`src/hdl/bmprgb_pkg.sv`:
```
`timescale 1ns / 1ps
// ----------------------------------------------------------------------------
// BMP to RGB565 shared definitions
// Types, register indexes, reset values and color masks used by the
// pixel-data converter and its top level.
// ----------------------------------------------------------------------------
package bmprgb_pkg;

  // Largest image width or height that the converter handles.
  localparam logic [11:0] MaxDimension = 12'd4095;

  // Configuration register indexes.
  localparam logic [1:0] RegImageWidth   = 2'd0;
  localparam logic [1:0] RegImageHeight  = 2'd1;
  localparam logic [1:0] RegBytesPerPix  = 2'd2;
  localparam logic [1:0] RegMode555      = 2'd3;

  // Configuration reset values.
  localparam logic [11:0] ResetWidth     = 12'd160;
  localparam logic [11:0] ResetHeight    = 12'd128;
  localparam logic [2:0]  ResetBpp       = 3'd3;
  localparam logic        ResetMode555   = 1'b1;

  // Color field masks for truncating 24 and 32 bit pixels.
  localparam logic [15:0] GreenMask      = 16'h07E0;
  localparam logic [15:0] RedMask        = 16'hF800;

  // Active configuration as seen by the converter.
  typedef struct packed {
    logic [11:0] width;
    logic [11:0] height;
    logic [2:0]  bpp;
    logic        mode_555;
  } cfg_t;

  // One converted pixel.
  typedef struct packed {
    logic        last_pixel;
    logic [11:0] row;
    logic [11:0] column;
    logic [15:0] rgb565;
  } pixel_t;

endpackage

```
`src/hdl/bmprgb_convert.sv`:
```
`timescale 1ns / 1ps
// ----------------------------------------------------------------------------
// BMP to RGB565 pixel converter
// Holds the row and pixel counters, assembles source pixels from bytes,
// skips row padding and produces one RGB565 pixel per completed pixel.
// ----------------------------------------------------------------------------
module bmprgb_convert (
  input  logic                clk_i,
  input  logic                rst_ni,
  input  bmprgb_pkg::cfg_t    cfg_i,
  input  logic                step_i,
  input  logic                new_image_i,
  input  logic [7:0]          data_byte_i,
  output logic                res_valid_o,
  output bmprgb_pkg::pixel_t  res_o
);

  // Counter state.
  logic [1:0]  byte_in_pixel_q, byte_in_pixel_d;
  logic [15:0] partial_q, partial_d;
  logic [11:0] pixel_column_q, pixel_column_d;
  logic [11:0] rows_left_q, rows_left_d;
  logic [13:0] bytes_in_row_q, bytes_in_row_d;
  logic        image_done_q, image_done_d;

  // Working values.
  logic [2:0]  bpp;
  logic [11:0] width;
  logic [11:0] height;
  logic [13:0] width_bytes;
  logic [13:0] width_round;
  logic [14:0] row_len;
  logic [1:0]  cur_bip;
  logic [15:0] cur_partial;
  logic [11:0] cur_column;
  logic [11:0] cur_rows;
  logic [13:0] cur_bytes;
  logic        cur_done;
  logic [15:0] color;
  logic [2:0]  bip_inc;
  logic        pixel_end;
  logic [14:0] bytes_inc;
  logic [12:0] column_inc;

  // Clamp the configuration and work out the padded row length.
  always_comb begin
    if (cfg_i.bpp < 3'd2) begin
      bpp = 3'd2;
    end else if (cfg_i.bpp > 3'd4) begin
      bpp = 3'd4;
    end else begin
      bpp = cfg_i.bpp;
    end
    width  = (cfg_i.width > bmprgb_pkg::MaxDimension) ? bmprgb_pkg::MaxDimension
                                                       : cfg_i.width;
    height = (cfg_i.height > bmprgb_pkg::MaxDimension) ? bmprgb_pkg::MaxDimension
                                                        : cfg_i.height;
    case (bpp)
      3'd2:    width_bytes = {1'b0, width, 1'b0};
      3'd3:    width_bytes = {1'b0, width, 1'b0} + {2'b00, width};
      default: width_bytes = {width, 2'b00};
    endcase
    width_round = width_bytes + 14'd3;
    row_len     = {1'b0, width_round[13:2], 2'b00};
  end

  // Apply a restart, then assemble the byte and advance the counters.
  always_comb begin
    if (new_image_i) begin
      cur_bip     = '0;
      cur_partial = '0;
      cur_column  = '0;
      cur_bytes   = '0;
      cur_rows    = height;
      cur_done    = (height == 12'd0);
    end else begin
      cur_bip     = byte_in_pixel_q;
      cur_partial = partial_q;
      cur_column  = pixel_column_q;
      cur_bytes   = bytes_in_row_q;
      cur_rows    = rows_left_q;
      cur_done    = image_done_q;
    end

    // Color assembly for the current byte.
    if (bpp == 3'd2) begin
      if (cur_bip == 2'd0) begin
        color = cfg_i.mode_555 ? {7'd0, data_byte_i[7:5], 1'b0, data_byte_i[4:0]}
                               : {8'd0, data_byte_i};
      end else begin
        color = cfg_i.mode_555 ? cur_partial + {data_byte_i[6:0], 9'd0}
                               : cur_partial + {data_byte_i, 8'd0};
      end
    end else begin
      case (cur_bip)
        2'd0:    color = {11'd0, data_byte_i[7:3]};
        2'd1:    color = cur_partial + ({5'd0, data_byte_i, 3'd0} & bmprgb_pkg::GreenMask);
        2'd2:    color = cur_partial + ({data_byte_i, 8'd0} & bmprgb_pkg::RedMask);
        default: color = cur_partial;
      endcase
    end

    bip_inc    = {1'b0, cur_bip} + 3'd1;
    pixel_end  = (bip_inc >= bpp);
    bytes_inc  = {1'b0, cur_bytes} + 15'd1;
    column_inc = {1'b0, cur_column} + 13'd1;

    // Result for a completed pixel inside the visible width.
    res_valid_o       = !cur_done && (cur_rows != 12'd0) && pixel_end &&
                        (cur_column < width);
    res_o.rgb565      = color;
    res_o.column      = cur_column;
    res_o.row         = cur_rows - 12'd1;
    res_o.last_pixel  = (cur_rows == 12'd1) && (column_inc == {1'b0, width});

    // Next counter state.
    byte_in_pixel_d = cur_bip;
    partial_d       = cur_partial;
    pixel_column_d  = cur_column;
    rows_left_d     = cur_rows;
    bytes_in_row_d  = cur_bytes;
    image_done_d    = cur_done;
    if (!cur_done && (cur_rows != 12'd0)) begin
      if (pixel_end) begin
        byte_in_pixel_d = '0;
        partial_d       = '0;
        if (cur_column < bmprgb_pkg::MaxDimension) begin
          pixel_column_d = column_inc[11:0];
        end
      end else begin
        byte_in_pixel_d = bip_inc[1:0];
        partial_d       = color;
      end
      if (bytes_inc >= row_len) begin
        // End of a stored row, padding included.
        rows_left_d     = cur_rows - 12'd1;
        image_done_d    = (cur_rows == 12'd1);
        pixel_column_d  = '0;
        bytes_in_row_d  = '0;
        partial_d       = '0;
        byte_in_pixel_d = '0;
      end else begin
        bytes_in_row_d = bytes_inc[13:0];
      end
    end
  end

  // State registers advance once per processed beat.
  always_ff @(posedge clk_i or negedge rst_ni) begin
    if (!rst_ni) begin
      byte_in_pixel_q <= '0;
      partial_q       <= '0;
      pixel_column_q  <= '0;
      rows_left_q     <= bmprgb_pkg::ResetHeight;
      bytes_in_row_q  <= '0;
      image_done_q    <= 1'b0;
    end else if (step_i) begin
      byte_in_pixel_q <= byte_in_pixel_d;
      partial_q       <= partial_d;
      pixel_column_q  <= pixel_column_d;
      rows_left_q     <= rows_left_d;
      bytes_in_row_q  <= bytes_in_row_d;
      image_done_q    <= image_done_d;
    end
  end

endmodule

```
`src/hdl/bmp_pixel_stream_to_rgb565.sv`:
```
`timescale 1ns / 1ps
// ----------------------------------------------------------------------------
// BMP pixel stream to RGB565
// Converts bottom-up BMP pixel-data bytes of 16, 24 or 32 bit pixels into
// RGB565 pixels with column, row and a last-pixel mark.
// ----------------------------------------------------------------------------
// Path: input register, converter, then output register. Throughput: one byte beat
// per cycle while the output is not stalled; the input register holds one beat, the
// output register one pixel, and the converter handles one byte per cycle.
// Reset: configuration returns to 160 x 128, 3 bytes per pixel, RGB555 mode;
// all counters clear and the row count loads 128. No clearing pass is needed.
module bmp_pixel_stream_to_rgb565 (
  input  logic        clk_i,
  input  logic        rst_ni,
  // Configuration write port.
  input  logic        cfg_we_i,
  input  logic [1:0]  cfg_addr_i,
  input  logic [11:0] cfg_data_i,
  // Byte input stream.
  input  logic        s_axis_tvalid,
  output logic        s_axis_tready,
  input  logic [7:0]  s_axis_tdata,   // data_byte[7:0]
  input  logic        s_axis_tuser,   // new_image
  // Pixel output stream.
  output logic        m_axis_tvalid,
  input  logic        m_axis_tready,
  output logic [39:0] m_axis_tdata,   // pixel_rgb565[15:0], column[27:16], row[39:28]
  output logic        m_axis_tlast    // last_pixel
);

  bmprgb_pkg::cfg_t   cfg_q;
  logic               in_valid_q;
  logic [7:0]         in_byte_q;
  logic               in_new_q;
  logic               out_valid_q;
  bmprgb_pkg::pixel_t out_pixel_q;
  logic               advance;
  logic               step;
  logic               res_valid;
  bmprgb_pkg::pixel_t res;

  // Configuration registers.
  always_ff @(posedge clk_i or negedge rst_ni) begin
    if (!rst_ni) begin
      cfg_q.width    <= bmprgb_pkg::ResetWidth;
      cfg_q.height   <= bmprgb_pkg::ResetHeight;
      cfg_q.bpp      <= bmprgb_pkg::ResetBpp;
      cfg_q.mode_555 <= bmprgb_pkg::ResetMode555;
    end else if (cfg_we_i) begin
      unique case (cfg_addr_i)
        bmprgb_pkg::RegImageWidth:  cfg_q.width    <= cfg_data_i;
        bmprgb_pkg::RegImageHeight: cfg_q.height   <= cfg_data_i;
        bmprgb_pkg::RegBytesPerPix: cfg_q.bpp      <= cfg_data_i[2:0];
        bmprgb_pkg::RegMode555:     cfg_q.mode_555 <= cfg_data_i[0];
      endcase
    end
  end

  // The held beat moves on whenever the output register is free or drains.
  assign advance       = !out_valid_q || m_axis_tready;
  assign step          = in_valid_q && advance;
  assign s_axis_tready = !in_valid_q || advance;

  // Input register.
  always_ff @(posedge clk_i or negedge rst_ni) begin
    if (!rst_ni) begin
      in_valid_q <= 1'b0;
    end else if (s_axis_tready) begin
      in_valid_q <= s_axis_tvalid;
    end
  end

  always_ff @(posedge clk_i) begin
    if (s_axis_tvalid && s_axis_tready) begin
      in_byte_q <= s_axis_tdata;
      in_new_q  <= s_axis_tuser;
    end
  end

  bmprgb_convert u_convert (
    .clk_i       (clk_i),
    .rst_ni      (rst_ni),
    .cfg_i       (cfg_q),
    .step_i      (step),
    .new_image_i (in_new_q),
    .data_byte_i (in_byte_q),
    .res_valid_o (res_valid),
    .res_o       (res)
  );

  // Output register.
  always_ff @(posedge clk_i or negedge rst_ni) begin
    if (!rst_ni) begin
      out_valid_q <= 1'b0;
    end else if (advance) begin
      out_valid_q <= step && res_valid;
    end
  end

  always_ff @(posedge clk_i) begin
    if (advance) begin
      out_pixel_q <= res;
    end
  end

  assign m_axis_tvalid = out_valid_q;
  assign m_axis_tdata  = {out_pixel_q.row, out_pixel_q.column, out_pixel_q.rgb565};
  assign m_axis_tlast  = out_pixel_q.last_pixel;

endmodule
```
`config.mk`:
```
export PLATFORM = sky130hd
export DESIGN_NAME = bmp_pixel_stream_to_rgb565
export DESIGN_NICKNAME = d
export VERILOG_FILES = /design/src/hdl/bmprgb_pkg.sv /design/src/hdl/bmprgb_convert.sv /design/src/hdl/bmp_pixel_stream_to_rgb565.sv
export SDC_FILE = /design/constraint.sdc
export NUM_CORES = 1
export LEC_CHECK = 0
export BUFFER_PORTS_ARGS = -buffer_cell sky130_fd_sc_hd__clkbuf_2
export CAP_MARGIN = 30
export CORE_MARGIN = 3
export CORE_UTILIZATION = 50
export DETAILED_ROUTE_END_ITERATION = 8
export PLACE_DENSITY = 0.68
export SKIP_CTS_REPAIR_TIMING = 1
export SLEW_MARGIN = 20
export SYNTH_ARGS = -nofsm -noshare
export SYNTH_HDL_FRONTEND = slang
export SYNTH_SLANG_ARGS = --single-unit
```
`constraint.sdc`:
```
create_clock -name clk_i -period 4.7 [get_ports clk_i]
set_input_delay 0.705 -clock clk_i [delete_from_list [all_inputs] [get_ports clk_i]]
set_output_delay 0.705 -clock clk_i [all_outputs]
set_load 0.02 [all_outputs]
```
**Yosys cells after proc, flatten, opt, wreduce, memory -nomap -nowiden**

Index checks and enable logic that the tools add are counted.

- Bits in registers: 137
- Bits in latches: 0
- Bits in writable memories: 0
- ROM bits: 0
- Input bits: 28
- Output and inout bits: 43
- Word-level logic and storage cells: 97
- Memories kept: 0

- Add/subtract/negate cells: 10
- $mul: 0
- Div/mod/pow operators: 0
- Magnitude comparators: 8
- Equal/unequal tests: 9
- Shift operators: 0
- Mux-type cells: 32
- Bitwise logic cells: 0
- Reduce and logical (&&, ||, !) cells: 20

Operator list:

| cell | count |
|---|---|
| 12-bit two-way mux | 10 |
| 16-bit two-way mux | 7 |
| 16-bit adder | 3 |
| 16-bit case mux with 3 select lines | 1 |
| 14-bit two-way mux | 3 |
| 14-bit case mux with 2 select lines | 1 |
| 12-bit > comparator, second input constant | 2 |
| 16-bit by 11-bit adder with 16-bit output | 1 |
| 14-bit by 1-bit adder with 15-bit output, second input constant | 1 |
| 15-bit by 14-bit greater-or-equal comparator with 1-bit output | 1 |
| 13-bit by 12-bit adder with 14-bit output | 1 |
| 14-bit by 2-bit adder with 14-bit output, second input constant | 1 |
| 12-bit by 1-bit adder with 13-bit output, second input constant | 1 |
| 13-bit by 12-bit == test with 1-bit output | 1 |
| 12-bit by 1-bit == test with 1-bit output, second input constant | 1 |
| 12-bit zero test | 1 |
| 12-bit less-than comparator | 1 |
| 12-bit less-than comparator, second input constant | 1 |
| 12-bit nonzero test | 1 |
| 12-bit by 1-bit subtractor with 12-bit output, second input constant | 1 |
| 9-bit two-way mux | 1 |
| 2-bit two-way mux | 4 |
| 2-bit AND reduction | 4 |
| 1-bit logical AND | 7 |
| 12 further kinds | 23 |

**Logic depth before layout (Yosys ltp)**

Gate-level depths: netlist of the first run.

- Depth after elaboration: 9
- Gate-level depth with buffers: 21
- Gate-level depth less buffers: 20

**Hierarchy**

From an unflattened synthesis of the first run, not the netlist that was laid out.

- Cells, all modules: 1,046
- Area total of the unflattened synthesis: 10,073.4 µm²

Modules (own cells, without submodules):

| module | times used | cells each | area an instance (µm²) | seq. area each (µm²) |
|---|---|---|---|---|
| bmprgb_convert | 1 | 925 | 7,384.6 | 1,427.6 |
| bmp_pixel_stream_to_rgb565 | 1 | 121 | 2,688.8 | 2,259.7 |

**Worst setup path before layout of the first run**

Ideal clock, no wire load.

- Path kind: reg2reg
- From: register cfg_q[16] (netlist bit)
- To: register u_convert.rows_left_q[4]
- Setup time: 0.132 ns
- Arrival time: 4.167 ns
- Required time: 4.568 ns
- Setup slack: 0.401 ns
- Cell stages (with the launch flop): 20
- Buffers on the path: 0
- Clock period less this slack: 4.299 ns
- Cell sequence: dfrtp_1 ha_1 inv_1 fa_1 xor2_1 o21ai_0 nand4_1 nor3b_1 nand4_1 o21ai_0 nand2b_1 ha_1 nand3_1 a21boi_0 o2111ai_1 a211oi_1 o21ai_1 nor2_1 mux2i_1 o211ai_1

- Longest elaborated chain between the ends: 8

RTL lines:

| item | line | RTL |
|---|---|---|
| start, declared | bmp_pixel_stream_to_rgb565.sv:31 | `bmprgb_pkg::cfg_t cfg_q;` |
| 12-bit > comparator | bmprgb_convert.sv:54 | `width = (cfg_i.width > bmprgb_pkg::MaxDimension) ? bmprgb_pkg::MaxDimension` |
| 12-bit two-way mux * | bmprgb_convert.sv:54 |  |
| 13-bit by 12-bit adder with 14-bit output | bmprgb_convert.sv:60 | `3'd3: width_bytes = {1'b0, width, 1'b0} + {2'b00, width};` |
| 14-bit case mux with 2 select lines * | bmprgb_convert.sv:58 | `case (bpp)` |
| 14-bit by 2-bit adder with 14-bit output * | bmprgb_convert.sv:63 | `width_round = width_bytes + 14'd3;` |
| 15-bit by 14-bit greater-or-equal comparator with 1-bit output * | bmprgb_convert.sv:134 | `if (bytes_inc >= row_len) begin` |
| 12-bit two-way mux * | bmprgb_convert.sv:134 |  |
| 12-bit two-way mux * | bmprgb_convert.sv:123 | `if (!cur_done && (cur_rows != 12'd0)) begin` |
| end signal, assigned | bmprgb_convert.sv:154 | `rows_left_q <= bmprgb_pkg::ResetHeight;` |
| end signal, assigned | bmprgb_convert.sv:161 | `rows_left_q <= rows_left_d;` |
| end, declared | bmprgb_convert.sv:22 | `logic [11:0] rows_left_q, rows_left_d;` |

Every way passes the cells marked *; elsewhere a longest branch is shown, timed or not.
A chain may end at the register's enable or synchronous reset.

**Worst setup path after layout of the first run**

- From: register cfg_q[17] (netlist bit)
- To: register u_convert.pixel_column_q[4]

- Longest elaborated chain between the ends: 8

RTL lines:

| item | line | RTL |
|---|---|---|
| 12-bit > comparator | bmprgb_convert.sv:54 |  |
| 12-bit two-way mux * | bmprgb_convert.sv:54 |  |
| 13-bit by 12-bit adder with 14-bit output | bmprgb_convert.sv:60 |  |
| 14-bit case mux with 2 select lines * | bmprgb_convert.sv:58 |  |
| 14-bit by 2-bit adder with 14-bit output * | bmprgb_convert.sv:63 |  |
| 15-bit by 14-bit greater-or-equal comparator with 1-bit output * | bmprgb_convert.sv:134 |  |
| 12-bit two-way mux * | bmprgb_convert.sv:134 |  |
| 12-bit two-way mux * | bmprgb_convert.sv:123 |  |
| end signal, assigned | bmprgb_convert.sv:160 | `pixel_column_q <= pixel_column_d;` |
| end, declared | bmprgb_convert.sv:21 | `logic [11:0] pixel_column_q, pixel_column_d;` |

Marks and branches as above.

==> results of run 1 <==
-- state kept, by name, indices dropped and copies added (netlist names), 2 cells and up --
name and cells:
m_axis_tdata 40, cfg_q 28, u_convert.partial_q 16, u_convert.bytes_in_row_q 14
u_convert.pixel_column_q 12, u_convert.rows_left_q 12, in_byte_q 8, u_convert.byte_in_pixel_q 2
-- stage by stage --
stage / area (sq um) / instances / hold slack, ps / total power [mW] / TNS [ps]
after floorplan: 9640 / 1007 / 409 / 3.47 / 0
after global placement: 10400 / 1321 / 479 / 4.05 / -4180
after detailed placement: 10400 / 1321 / 488 / 4.08 / -7690
after CTS: 10900 / 1353 / 443 / 5.39 / -8790
after global routing: 11200 / 1361 / 255 / 5.85 / -10.3
final: 11200 / 1361 / 230 / 5.50 / 0
-- cells by family after synthesis --
family	after synthesis	synth area share (%)
compound gates	277	19.4
xor+xnor	80	7.27
fa+ha+maj	73	9.86
buf+inv	71	3.13
flops	137	38.2
mux	37	4.22
simple gates	332	17.9
-- final timing paths --
path,depth (start not counted),end
setup / recovery,18,u_convert.pixel_column_q[4]
hold / removal,1,u_convert.partial_q[9]
setup reg to reg,18,u_convert.pixel_column_q[4]
hold reg to reg,1,u_convert.partial_q[9]
max in group asynchronous,2,cfg_q[23]
min in group clk_i,1,in_byte_q[5]
-- layer usage --
layer  up-vias  routed length [um]  part of all wire (%)
met1      3840               11500                    47
li1       3872                   -                     -
met4         0                 503                   2.1
met5         -                   0                     0
met3        39                1300                   5.3
met2       280               11200                    46
-- worst reg2reg max path: stages, from the launching register on --
cell and delay, ps:
dfrtp_2 430, ha_4 170, inv_1 50, fa_2 350, nor2b_1 150, o21ai_0 90, a211oi_1 280, o22ai_2 140
nor2_1 200, and3_1 220, xnor2_1 140, ha_1 270, a21o_1 160, a21o_1 170, a2111oi_0 420, o21ai_1 180
o21a_4 300, or3_4 460, o31ai_2 190
-- power by group through the flow --
| stage | Combinational (mW) | Clock (mW) | Sequential, mW |
|---|---|---|---|
| final | 2.28 | 1.30 | 1.92 |
| after global routing | 2.52 | 1.36 | 1.97 |
| after CTS | 2.17 | 1.31 | 1.91 |
| after detailed placement | 2.16 | 0 | 1.92 |
| after global placement | 2.13 | 0 | 1.92 |
| after floorplan | 1.41 | 0 | 2.05 |
-- cells in the final DEF (no fill, tap or decap), types with 9 or more instances in the layout --
| master | count |
|---|---|
| nand2_1 | 80 |
| dfrtp_1 | 78 |
| nor2_1 | 73 |
| clkbuf_2 | 69 |
| o21ai_0 | 66 |
| ha_1 | 64 |
| a21oi_1 | 58 |
| xnor2_1 | 53 |
| edfxtp_1 | 50 |
| nor2b_1 | 37 |
| buf_4 | 33 |
| a22o_1 | 30 |
| nor3_1 | 28 |
| xor2_1 | 27 |
| inv_1 | 25 |
| nand3_1 | 20 |
| mux2_2 | 19 |
| clkbuf_16 | 18 |
| mux2i_1 | 17 |
| a21o_1 | 15 |
| nand2b_1 | 13 |
| a221oi_1 | 13 |
| and3_1 | 12 |
| o211ai_1 | 11 |
| or2_2 | 10 |
| o21ai_1 | 10 |
| nor3b_1 | 9 |
-- cell type report --
class	count	area (sq um)	area share [%]
multi-input cells	799	5810	52.1
flip-flops and latches	137	3690	33.1
repair buffers	106	664	5.95
clock buffers	20	458	4.10
well taps	260	325	2.91
clock inverters	12	113	1.01
inverters	27	101	0.908
==> impl_results.md, run 1 <==
* Status: completed
* Met1 GRT Util at roughly 34%
* Worst IR drop on VDD at roughly 0.24 mV
* Syn Area/Cell at approximately 9.6 sq um
* Pwr Density at about 490 mW/mm^2
* Remaining DRCs at 0
* Detailed Route Iter0 Violations at about 700
* Gate power share at between 40% and 50%
* Die ar. at ~0.021 sq mm
* GR Util met2 at 36.0%
* Leak pwr at about 4.8 nW
* Final hold viol count at 0
* Critical path cell sequence: ha_4, inv_1, fa_2, nor2b_1, o21ai_0, a211oi_1, o22ai_2, nor2_1, and3_1, xnor2_1, ha_1, a21o_1, a21o_1, a2111oi_0, o21ai_1, o21a_4, or3_4, o31ai_2
* Clock Skews at roughly 11 ps
* Final Critical Period at roughly 4500 ps
* Met3 usage at 4.21%
* Routability cong. at around 0.9
* Vias in the first global route at between 7000 and 8000
* Clock power share at about a quarter
* Largest net degree at the start of global routing at between 90 and 100
* Worst-Margin Slew at 760 ps
* Worst-skew pair later-pin latency at about 430 ps
* Worst r2r src: cfg_q[17]
* Area of the core at around 0.019 sq mm
* Post-layout util at about three fifths
* Grt ovf at 0
* Sequential-to-total area share from yosys stat at between 30% and 40%
* Sequential share of power at roughly a third
* CP max stage delay at between 400 and 500 ps
* Synth warn at 0
* Pre-CTS setup slack at -298 ps
* Hold/Removal Path Class: in -> async
* WS Path Type: reg -> reg
* Inserted Diodes at 0
* Area delta synth->final at 15.8%
* CP Launch Point: cfg_q[17]
* Clk root buf: clkbuf_16
* Sw Pwr at 2.17 mW
* Synth Register Bits at 137
* Cell Area, Synth at between 0.009 and 0.01 sq mm
* Largest delay share family, worst path: compound AO/OA/AOI/OAI gates
* Yosys top cell by area: dfrtp_1
* Max cap viols at 0
* Via density per instance at just under 6
* Buf/Inv on CP at 1
* Clk slew on worst S/H paths at 60 ps
* CTS H-tree lvls at 4
* Global-route layer with the greatest usage: met2
* Final period util at 94.8%
* Bufs on Longest Clock Path at 2
* Wirelength per Cell at approximately 18 um
* EDFF count, synth at 50
* Synth unique cells at between 70 and 80
* Post-synth top cells: dfrtp_1, nand2_1, o21ai_0, nor2_1, ha_1
* Area contributors post-synth: dfrtp_1, edfxtp_1, ha_1
* Layout cells sized above 1 at between 20% and 30%
* Fin worst setup slack at about 240 ps
* Total track usage at 23.3%
* Async set-reset flop share out of synthesis at between 60 and 70%
* Mapped Cells at a little over 1000
* Via count at about 8000
* Most used cell along the critical path: a21o_1
* Chip width at about 140 um
* # rows at 50
* Worst Setup End Kind: register
* Pint at between 3 and 4 mW
* Clock Sinks at approximately 140
* Worst Path Arrival at 4790 ps
* Max Fanout on Critical Path at 12
* Initial core utilization at between 50% and 60%
* Final setup fails at 0
* Synth Flop Type: dfrtp_1
* Initial antenna violation count at 0
* Slowest CP cell: or3_4
* Global-route wire length before repair at ~40000 um
* Count of buffers from port buffering at 70
* Post-Syn Nets at roughly 1100
* CTS tree: yes
* Share of the synthesized area in the top cell type at 20.8%
* Max Clock Freq at around 220 MHz
* IO Count at between 70 and 80
* Final net count at between 1000 and 1500
* Die height at 145 um
* Switching part of the total at roughly two fifths
* Final slew viol count at 0
* Drt pass-1 iters at 5
* Relative slew slack at slightly below 50%
* Fillers at 1595
* DRT antenna net count at 0
* TritonCTS buffer count at 17
* Worst path required time at a little over 5000 ps
* FF-to-FF setup slack at between 200 and 250 ps
* Hpwl dp at approximately 17000 um
* Startpoint types: register
* WL final at 24500 um
No activity file was read; power rests on OpenSTA's default activity.
==> run 2: changes to the inputs <==
REMOVE_ABC_BUFFERS = 1   (was unset)
==> run 2 against run 1 <==
Clock skew hardly changed. Via count rose by 1.2%. First-iteration DRC count down 12%. Utilization about the same. Critical path depth unchanged. Wire length increased by 1.2%. Maximum frequency up 0.11%.
==> impl_results.md, run 2 (synthesis gave the netlist of run 1 again) <==
* Post-Layout Cell Count at between 1000 and 1500
* WS Path Type: reg -> reg
* Pwr Density at 494 mW/mm^2
* Gate power share at between 40 and 50%
* Area delta synth->final at 15.8%
* Die height at 145 um
* Largest net degree at the start of global routing at around 110
* Drt pass-1 iters at 5
* Relative slew slack at a little over 40%
* Max Fanout on Critical Path at 10
* R2R cell count at 18
* Via density per instance at about 6
* Switching part of the total at 39.7%
* TritonCTS buffer count at 17
* Final Critical Period at around 4500 ps
* Clock Sinks at roughly 140
* Commonest non-fill, non-tap cells in the layout: nand2_1, dfrtp_1, nor2_1
* # rows at 50
* Leak pwr at around 4.8 nW
* Chip width at 145 um
* Final slew viol count at 0
* Setup TNS at 0 ps
* Area of the core at 0.0188 sq mm
* Pint at between 3 and 4 mW
* Dpl cells at ~1300
* Clk slew on worst S/H paths at roughly 70 ps
* Final Total Pwr at between 5 and 6 mW
* Die ar. at around 0.021 sq mm
* Initial core utilization at 51.2%
* Wirelength per Cell at 18.2 um
* Worst-Margin Slew at between 800 and 900 ps
* IO Count at 71
* Unrepaired setup endpoints after global routing: yes
* Layout cells sized above 1 at between 20% and 30%
* Worst Path Arrival at about 4800 ps
* Status: completed
* Clock power share at between 20% and 30%
* Final setup fails at 0
* Fillers at 1614
* CTS tree: yes
* Final period util at between 90% and 100%
* Worst IR drop on VDD at between 0.2 and 0.3 mV
* Via count at around 8000
* R2r endpoint: u_convert.pixel_column_q[5]
* Clock Skews at 11.2 ps
* Total track usage at 23.9%
* WL final at 24800 um
* Final hold viol count at 0
* Global-route wire length before repair at slightly below 40000 um
* CTS H-tree lvls at 4
* Pre-CTS setup slack at -96.3 ps
* Inserted Diodes at 0
* Final net count at 1194
* Fin worst setup slack at 249 ps
* Initial antenna violation count at 1
* Sw Pwr at between 2 and 2.5 mW
* Remaining DRCs at 0
* Worst r2r src: cfg_q[17]
* Worst Setup End Kind: register
* FF-to-FF setup slack at approximately 250 ps
* Hpwl dp at 17500 um
* Final hold slack at about 360 ps
* Count of buffers from port buffering at 70
* Max Clock Freq at around 220 MHz
* Hold/Removal Path Class: in -> async
* Vias in the first global route at 7643
* Largest register FFs at 40
* DRT antenna net count at 0
* Detailed Route Iter0 Violations at 611
* Worst path required time at ~5100 ps
* Bufs on Longest Clock Path at 2
* Sequential share of power at a little over a third
* Startpoint types: register
* Max cap viols at 0
* Area of the multi-input gates at slightly below 0.006 sq mm
* Clk root buf: clkbuf_16
* Routability cong. at about 0.93
* Grt ovf at 0
* Register area at 0.00369 sq mm
* Worst-skew pair later-pin latency at around 440 ps
## run 2: per-layer routing
metal / wire [um] / part of all wire, % / up-vias / GRT usage [%]
met5: 10 / 0.040 / - / 0
met4: 608 / 2.5 / 2 / 7.85
met3: 1280 / 5.2 / 53 / 4.90
met2: 11200 / 45 / 234 / 36.3
met1: 11700 / 47 / 3960 / 34.1
li1: - / - / 3875 / -
## run 2: worst max-delay path, stage by stage, from the launching register on
cell	delay (ps)
dfrtp_1	430
buf_4	160
ha_1	320
a21o_1	220
a22oi_2	190
mux2i_1	220
a2bb2oi_1	210
nor3b_2	230
nand4_1	200
nor3_2	230
nand2b_1	180
ha_4	210
o21a_1	160
o21ai_1	250
a211oi_2	60
buf_4	160
o21a_4	280
or3_4	450
o31ai_2	210
## run 2: final cells by class
| class | instances | area share (%) |
|---|---|---|
| clock buffer | 19 | 4.06 |
| inverter | 27 | 0.908 |
| tap | 260 | 2.91 |
| multi-input combinational | 799 | 51.8 |
| clock inverter | 13 | 1.19 |
| sequential | 137 | 33.0 |
| timing repair buffer | 111 | 6.13 |
## run 2: worst max-delay path by stage
stage,start,end,slack (ps),cells past startpoint
2_1_floorplan,in_new_q,u_convert.pixel_column_q[4],-750,14
3_3_place_gp,cfg_q[17],u_convert.partial_q[6],60,19
3_5_place_dp,cfg_q[17],u_convert.partial_q[0],-100,18
4_1_cts,cfg_q[17],u_convert.partial_q[13],-130,18
5_1_grt,cfg_q[17],u_convert.bytes_in_row_q[6],-50,22
6_report,cfg_q[17],u_convert.pixel_column_q[5],250,18
## run 2: per-stage QoR
step                      util, %  cell area (sq um)
after floorplan                 -               9440
after global placement       55.3              10400
after detailed placement     55.3              10400
after CTS                    58.4              11000
after global routing         59.3              11200
final                        59.3              11200
## run 2: power groups by stage
| stage | registers (mW) | logic, mW | clock network, mW |
|---|---|---|---|
| after floorplan | 2.07 | 1.33 | 0 |
| after global placement | 1.92 | 2.15 | 0 |
| after detailed placement | 1.92 | 2.18 | 0 |
| after CTS | 1.91 | 2.19 | 1.35 |
| after global routing | 1.96 | 2.50 | 1.41 |
| final | 1.91 | 2.26 | 1.34 |
